--- src/rtl/core/isvs_ram.sv ---
// ----------------------------------------------------------------------------
// isvs_ram
// Generic single-write, single-read RAM with registered read data.
// ----------------------------------------------------------------------------
module isvs_ram #(
  parameter int WIDTH = 32,
  parameter int DEPTH = 16
) (
  input  logic                     clk_i,
  input  logic                     we_i,
  input  logic [$clog2(DEPTH)-1:0] waddr_i,
  input  logic [WIDTH-1:0]         wdata_i,
  input  logic                     re_i,
  input  logic [$clog2(DEPTH)-1:0] raddr_i,
  output logic [WIDTH-1:0]         rdata_o
);

  logic [WIDTH-1:0] mem [DEPTH];

  // Write port and registered read port.
  always_ff @(posedge clk_i) begin
    if (we_i) begin
      mem[waddr_i] <= wdata_i;
    end
    if (re_i) begin
      rdata_o <= mem[raddr_i];
    end
  end

endmodule

--- config.mk ---
export PLATFORM = sky130hd
export DESIGN_NAME = isvs_ram
export DESIGN_NICKNAME = d
export VERILOG_FILES = /design/src/rtl/core/isvs_ram.sv
export SDC_FILE = /design/constraint.sdc
export NUM_CORES = 1
export LEC_CHECK = 0
export BUFFER_PORTS_ARGS = -buffer_cell sky130_fd_sc_hd__buf_2
export CAP_MARGIN = 30
export CELL_PAD_IN_SITES_DETAIL_PLACEMENT = 0
export CELL_PAD_IN_SITES_GLOBAL_PLACEMENT = 1
export CORE_UTILIZATION = 57
export CTS_CLUSTER_DIAMETER = 40
export DETAILED_ROUTE_END_ITERATION = 16
export GPL_TIMING_DRIVEN = 0
export PLACE_DENSITY = 0.83
export SYNTH_ARGS = -nofsm -noshare
export SYNTH_HDL_FRONTEND = slang
export SYNTH_SLANG_ARGS = --single-unit
--- constraint.sdc ---
create_clock -name clk_i -period 5.56 [get_ports clk_i]
set_clock_uncertainty 0.05 [all_clocks]
set_input_delay 0.834 -clock clk_i [delete_from_list [all_inputs] [get_ports clk_i]]
set_output_delay 0.834 -clock clk_i [all_outputs]
set_load 0.02 [all_outputs]
==> results by group <==
Clocking
  – Clock sink count: 544
  – Num CTS Buffers: between 50 and 60
  – Root Buffer: clkbuf_16
  – Clk pin slew, worst setup/hold paths: 0.06 ns
  – Post-CTS setup buffer count: 0
  – Htree depth: 2
  – Clk Latency, worst-skew pair: between 0.5 and 0.6 ns
  – Clock Tree Buf Depth: 3
  – Resize count post-CTS: 0
  – CTS tree: built
  – Post-CTS Hold Buffers: 0

Critical path
  – Worst-path maximum fanout: 9
  – Critical Path Source Type: primary input
  – Critical Path RT: 5.78 ns
  – Nature of the critical path endpoint: flip-flop
  – Slowest cell on the critical path: nor3_2
  – CP peak stage delay: 0.77 ns
  – Crit Path Category: in -> reg
  – CP arrival: approximately 2.6 ns
  – Crit-path cells: buf_2 > or3b_2 > nor3_2 > buf_6

Outcome
  – Status: completed

Pwr
  – Seq pwr share: 0.532
  – Total chip power: 8.73 mW
  – Sw Ratio: 0.202
  – Net switching power: about 1.8 mW
  – Maximum vdd drop: ~0.00022 V
  – Power Density: 372 nW/um2
  – P_leak: between 7 and 8 nW
  – Comb pwr share: 0.051
  – Internal power: between 6 and 7 mW
  – Clk pwr share: 0.417

Global routing
  – Maximum number of pins on one net before global-route repair: 33
  – First-pass GRT wire length: approximately 64000 um
  – Gr ovfl total: 0
  – Initial antenna violation count: 3
  – Total Routing Usage GR: 0.251
  – Vias in the first global route: about 9700

Logic synthesis
  – Mapped Nets: 881
  – Avg Cell Area, Syn: ~24 um2
  – Cell Area, Synth: slightly above 20000 um2
  – Netlist cell types: 17
  – Synth Instances: roughly 840
  – Yosys reg bits: 544
  – Syn. warnings: 0
  – Seq/Total Area, Yosys: 0.810

Timing
  – # setup viols final: 0
  – Fmax achieved: between 0.4 and 0.5 GHz
  – Final period utilization: 0.433
  – Measured slew at the worst slew-check pin: 0.967 ns
  – Post-layout minimum cycle time: roughly 2.4 ns
  – Sum of negative setup slack: 0 ns
  – Slew HR: 0.352
  – Endpoints failing hold: 0
  – RSZ-0062 raised after global routing: no
  – Hold slack: roughly 0.58 ns
  – Max-slew violations: 0

Placement
  – Post-Place Cells: 1392
  – Detailed Place HPWL: between 20000 and 30000 um
  – GP Congestion: 0.742
  – Port Buffers: around 70

Route
  – Drt drc: 0
  – Routed vias: 9528
  – DRT Wirelength: 43600 um
  – Final ANT Viol Nets: 0
  – Detailed-route wire length per cell: approximately 29 um
  – TritonRoute pass-1 iters: 5
  – Via density: approximately 6.4
  – DR iter-0 viols: approximately 1200

Min path
  – HP Class: in -> reg

Layout
  – Nets: 1037
  – Layout cells sized above 1: 0.332
  – Post-Layout Cell Count: between 1000 and 1500
  – Syn-to-layout area delta: 16.3%

Floorplanning
  – Starting Density: 0.581
  – Die W: around 190 um
  – Total Die Area: about 36000 um2
  – Core area: approximately 35000 um2
  – Die height: approximately 190 um
  – Top Ports: 75
  – Rows: 68

Flow run
  – Maxcap violations: 0
worst paths after layout:
path,startpoint,to,slack [ns],cells after the start
max reg2reg,mem[3][28],rdata_o[28],3.95,3
min reg2reg,mem[14][9],rdata_o[9],0.69,3
max,waddr_i[2],mem[0][20],3.15,4
min,wdata_i[26],mem[14][26],0.58,1
power by group through the flow:
stage	combinational [mW]	sequential, mW	clock [mW]
after global routing	0.472	4.65	3.83
after floorplan	0.221	4.75	0
after detailed placement	0.442	4.73	0
final	0.444	4.64	3.64
after CTS	0.446	4.65	3.68
after global placement	0.411	4.73	0
placed cells by master (no fill, tap or decap):
cell / n
clkinv_2: 11
buf_12: 10
clkbuf_1: 26
clkinv_4: 3
nand3_1: 1
nand2_1: 33
a22oi_1: 64
buf_4: 11
buf_1: 9
nor2_1: 1
nand2b_1: 2
nand3b_1: 2
clkbuf_16: 55
nor3_2: 4
buf_6: 14
buf_2: 76
nor2_4: 12
bufinv_16: 8
buf_16: 3
diode_2: 2
clkinvlp_4: 2
mux4_2: 128
inv_6: 2
nor2b_1: 2
buf_8: 3
or3b_2: 1
and2_1: 1
clkinv_1: 4
edfxtp_1: 544
metrics by stage:
| stage | utilization | area, um2 | setup WS [ns] |
|---|---|---|---|
| after floorplan | - | 20200 | 1.50 |
| after detailed placement | 0.624 | 21700 | 2.57 |
| after global placement | 0.608 | 21100 | -0.910 |
| final | 0.676 | 23500 | 3.15 |
| after global routing | 0.676 | 23500 | 3.12 |
| after CTS | 0.675 | 23400 | 3.18 |
registers in the layout, summed over array words and instances, names as in the netlist:
| register | flops |
|---|---|
| mem | 512 |
| rdata_o | 32 |
layout make-up:
| type | instances | area (um2) |
|---|---|---|
| Antenna cell | 2 | 5.00 |
| Timing Repair Buffer | 100 | 823 |
| Fill cell | 2059 | 11300 |
| Clock buffer | 64 | 1410 |
| Tap cell | 455 | 569 |
| Sequential cell | 544 | 16300 |
| Buffer | 43 | 223 |
| Multi-Input combinational cell | 251 | 3730 |
| Clock inverter | 30 | 369 |
cells in the mapped netlist:
library cell / number / area [um2]
nor2b_1: 2 / 12.5
nor2_1: 13 / 48.8
or3b_2: 1 / 8.76
buf_4: 11 / 82.6
clkbuf_1: 17 / 63.8
mux4_2: 128 / 2880
buf_1: 9 / 33.8
nand2_1: 33 / 124
buf_2: 4 / 20.0
edfxtp_1: 544 / 16300
nand3b_1: 2 / 15.0
nor3_1: 4 / 20.0
nand2b_1: 2 / 12.5
a22oi_1: 64 / 480
buf_6: 2 / 22.5
and2_1: 1 / 6.26
nand3_1: 1 / 5.00
critical path, delay by kind of cell:
kind | cells | cell delay (ns)
simple gates | 2 | 1.37
buf+inv | 2 | 0.40
metal layers:
layer,vias to the layer above,share of wire,track usage
li1,3912,-,-
met5,-,0.00028,0
met4,2,0.027,0.0803
met1,5028,0.41,0.367
met2,495,0.48,0.390
met3,91,0.088,0.0483
logic make-up (layout without fill, tap and decap cells):
logic type,Yosys count,in the layout,share of synthesized area
other cells,0,2,0
mux,128,128,0.143
flops,544,544,0.810
simple gates,59,59,0.0125
compound gates,64,64,0.0238
buf+inv,43,237,0.0110
Note: power is estimated with default switching activity, not from simulation.
