===== src/rtl/core/isvs_pkg.sv =====
// ----------------------------------------------------------------------------
// isvs_pkg
// Shared constants, codes and types of the iSLIP crossbar scheduler.
// ----------------------------------------------------------------------------
package isvs_pkg;

  // Switch geometry and queue sizing.
  localparam int NUM_PORTS   = 8;
  localparam int PORT_W      = 3;
  localparam int NUM_QUEUES  = NUM_PORTS * NUM_PORTS;
  localparam int QIDX_W      = 2 * PORT_W;
  localparam int QUEUE_DEPTH = 16;
  localparam int DEPTH_W     = 4;
  localparam int COUNT_W     = 5;
  localparam int STORE_DEPTH = NUM_QUEUES * QUEUE_DEPTH;
  localparam int STORE_AW    = QIDX_W + DEPTH_W;
  localparam int META_W      = COUNT_W + 2 * DEPTH_W;
  localparam int TIME_W      = 32;
  localparam int ITER_W      = 4;
  localparam int MAX_ITERATIONS = 8;

  // Result kinds.
  localparam logic [1:0] KIND_STORED   = 2'd0;
  localparam logic [1:0] KIND_DROPPED  = 2'd1;
  localparam logic [1:0] KIND_MATCH    = 2'd2;
  localparam logic [1:0] KIND_NO_MATCH = 2'd3;

  // Operation codes.
  localparam logic OP_ARRIVAL = 1'b0;
  localparam logic OP_SLOT    = 1'b1;

  // Result of one round-robin search.
  typedef struct packed {
    logic              found;
    logic [PORT_W-1:0] idx;
  } pick_t;

  // Per-queue bookkeeping held in the queue state memory.
  typedef struct packed {
    logic [COUNT_W-1:0] count;
    logic [DEPTH_W-1:0] head;
    logic [DEPTH_W-1:0] tail;
  } meta_t;

endpackage


===== src/rtl/core/isvs_rr_pick.sv =====
// ----------------------------------------------------------------------------
// isvs_rr_pick
// Round-robin search: first set request at or after the start pointer.
// ----------------------------------------------------------------------------
module isvs_rr_pick import isvs_pkg::*; (
  input  logic [NUM_PORTS-1:0] req_i,
  input  logic [PORT_W-1:0]    ptr_i,
  output pick_t                pick_o
);

  // Scan from the farthest position back, so the nearest hit wins.
  always_comb begin
    logic [PORT_W-1:0] c;
    pick_o = '0;
    for (int s = NUM_PORTS - 1; s >= 0; s--) begin
      c = ptr_i + PORT_W'(s);
      if (req_i[c]) begin
        pick_o.found = 1'b1;
        pick_o.idx   = c;
      end
    end
  end

endmodule


===== config.mk =====
export PLATFORM = sky130hd
export DESIGN_NAME = isvs_rr_pick
export DESIGN_NICKNAME = d
export VERILOG_FILES = /design/src/rtl/core/isvs_pkg.sv /design/src/rtl/core/isvs_rr_pick.sv
export SDC_FILE = /design/constraint.sdc
export NUM_CORES = 1
export LEC_CHECK = 0
export BUFFER_PORTS_ARGS = -buffer_cell sky130_fd_sc_hd__buf_2
export CORE_MARGIN = 2
export CORE_UTILIZATION = 30
export DETAILED_ROUTE_END_ITERATION = 6
export GPL_ROUTABILITY_DRIVEN = 1
export PLACE_DENSITY = 0.57
export REMOVE_ABC_BUFFERS = 1
export SETUP_SLACK_MARGIN = 0.2
export SYNTH_ARGS = -nofsm -noshare
export SYNTH_HDL_FRONTEND = slang
export SYNTH_SLANG_ARGS = --single-unit

===== constraint.sdc =====
create_clock -name vclk -period 3.35
set_input_delay 0.335 -clock vclk [all_inputs]
set_output_delay 0.335 -clock vclk [all_outputs]
set_load 0.01 [all_outputs]

==> results.py <==
metrics = {
    "outcome": {
        "status": "completed",
    },
    "sta": {
        "worst_hold_slack_ns": 1.22,
        "setup_violations": 0,
        "fin_crit_sh_pct": 88.5,
        "finalHoldViolCount": 0,
        "fmaxAchievable_ghz": 0.337,
        "setup_total_negative_slack_ns": 0,
        "final_period_minus_worst_setup_slack_ns": 2.97,
        "timing.max_slew.rel_slack_pct": 74.1,
        "layout_setup_ws_ns": 0.384,
        "max_slew.worst_pin.slew_ns": 0.378,
        "report.final.slew_viol_count": 0,
        "setup_repair_after_global_routing_missed_its_margin": "no",
    },
    "placed_design": {
        "preCtsSetupSlack_ns": 0.312,
        "hpwlAfterDp_um": 1680,
        "place.port_buffers": 15,
        "routabilityCongestion": 0.797,
    },
    "flow_run": {
        "drv.max_cap_violation_count": 0,
    },
    "logic_synthesis": {
        "synth_top_area_share_pct": 18.9,
        "synth.lib_cells_used.distinct": 42,
        "post-synth-top-count-cell": "mux4_2",
        "synth_largest_area_cell": "mux4_2",
        "mappedNetlistArea_sq_um": 835,
        "synthesis.area_per_instance_sq_um": 9.70,
        "synthesis.instances": 86,
        "yosysSeqAreaShare_pct": 0,
        "ys.warnings.count": 0,
        "ys_top_cells_by_count": "mux4_2 (7), nand2_1 (6), mux2i_1 (5)",
        "synth_area_leaders": "mux4_2 (19%), mux4_1 (13%), mux2i_1 (6.0%)",
    },
    "floorplanning": {
        "chipWidth_um": 56.7,
        "io-pin-count": 15,
        "die_ar_sq_um": 3220,
        "initial_core_utilization_pct": 30.8,
        "placeable_area_sq_um": 2710,
        "die_height_um": 56.7,
        "standard_cell_rows": 19,
    },
    "setup_path": {
        "cpMaxStageDelayCell": "mux4_2",
        "worst_setup_start_kind": "input port",
        "cp_slowest_stage_delay_ns": 0.51,
        "cp-end-kind": "primary output",
        "critical_path.most_common_cell": "buf_2",
        "crit_path_class": "in -> out",
        "worst_path_arrival_ns": 2.63,
        "timing.critical_path.required_ns": 3.01,
        "path_max_fanout": 8,
        "timing.critical_path.cells": "buf_2, inv_1, ha_2, mux2_2, mux4_2, a2111oi_2, o311ai_1, a22oi_1, buf_2",
        "path_delay_family": "multiplexers",
        "cp.buffers_inverters": 3,
    },
    "power": {
        "irDropWorstVdd_mv": 0.0950,
        "power.static_leakage_nw": 0.363,
        "powerDensity_nw_per_um2": 201,
        "clockPowerShare_pct": 0,
        "swShare_pct": 52.3,
        "power.internal_w": 0.0000885,
        "power.sequential.fraction_pct": 0,
        "combPwrFrac_pct": 100.0,
        "totalPowerFinal_w": 0.000186,
        "power.switching_w": 0.0000971,
    },
    "drt": {
        "detail_route.first_pass.iterations": 4,
        "num_vias": 758,
        "detail_routed_net_length_per_standard_cell_um": 16.1,
        "detail_route.iter0.violations": 20,
        "routed_via_density": 5.88,
        "route.detailed.drc": 0,
        "wl_um": 2070,
        "route.antenna.remaining_nets": 0,
    },
    "global_routing": {
        "grt_overflow": 0,
        "grtUsageMet1_pct": 19.0,
        "grt.met3_usage_pct": 0.922,
        "grt.total_usage_pct": 13.0,
        "met2_usage_pct": 22.1,
        "number_of_global_route_vias_before_repair": 731,
        "antenna_found_initial": 0,
        "largest_net_degree_at_the_start_of_global_routing": 18,
        "grt_first_pass_wirelength_um": 3500,
        "grt_busiest_layer": "met2",
    },
    "layout": {
        "final_layout_size_suffix_gt1_share_pct": 37.8,
        "final_util_pct": 34.0,
        "antennaDiodeCount": 0,
        "final_net_count": 113,
        "ff_latch_area_sq_um": 0,
        "seq_cell_count": 0,
        "num-clock-buffers": 0,
        "syn2layout_area_growth_pct": 10.5,
    },
    "clock_tree": {
        "postCtsSetupBuffers": 0,
        "cts.hold.buffers_added": 0,
        "cts_repair_resize_count": 0,
    },
    "hold_path": {
        "holdCritPathClass": "in -> out",
    },
}
-- final timing paths --
| check | start | to | depth (start not counted) |
|---|---|---|---|
| worst max-delay path | ptr_i[1] | pick_o[1] | 9 |
| worst min-delay path | ptr_i[0] | pick_o[0] | 4 |
-- cells by family (layout without fill, tap and decap cells) --
kind of cell / count (synthesis) / after routing / share of synthesized area (%)
XOR/XNOR: 4 / 4 / 4.20
multiplexers: 23 / 23 / 48.7
AO/OA/AOI/OAI: 23 / 23 / 20.1
AND/OR/NAND/NOR: 24 / 24 / 16.0
buffers and inverters: 10 / 22 / 7.95
adder cells (fa/ha/maj): 2 / 2 / 3.00
-- metrics by stage --
stage | instance area [sq um] | instances
5_1_grt | 922 | 129
4_1_cts | 920 | 129
3_5_place_dp | 920 | 129
2_1_floorplan | 783 | 80
6_report | 922 | 129
3_3_place_gp | 920 | 129
-- tightest hold or removal path, cell delays in order --
cell and delay (ns):
buf_2 0.09, buf_4 0.21, a22oi_1 0.11, buf_2 0.13
-- area by class of cell --
cell class                 count  area, sq um
timing repair buffer          18         97.6
fill                         293         1790
multi-input combinational     76          771
tap                           31         38.8
inverter                       4         15.0
-- layer usage --
layer,share of wire (%),vias to the layer above
met5,0,-
li1,-,380
met3,3.0,0
met4,0,0
met2,48,16
met1,49,362
-- power groups by stage --
stage	registers (W)	logic [W]	clock network, W
after floorplan	0	0.000129	0
after global placement	0	0.000182	0
after detailed placement	0	0.000184	0
after CTS	0	0.000185	0
after global routing	0	0.000204	0
final	0	0.000186	0
-- cell usage in the layout, fill, tap and decap left out, drive strengths merged --
cell,count
inv,4
nand4b,2
nand3b,1
nor3,2
o21a,1
nand2,6
ha,2
buf,18
mux4,11
a211oi,1
nor2,4
a211o,2
and2,2
mux2i,6
o311ai,1
mux2,6
o21ai,4
nand3,2
and2b,2
a21o,1
a21boi,1
a21oi,4
a31oi,1
nor4,1
a311oi,1
nand2b,1
a2111oi,1
xnor2,2
xor2,2
or2b,1
a22oi,3
a221oi,2
Power figures use the tool's default switching activity.
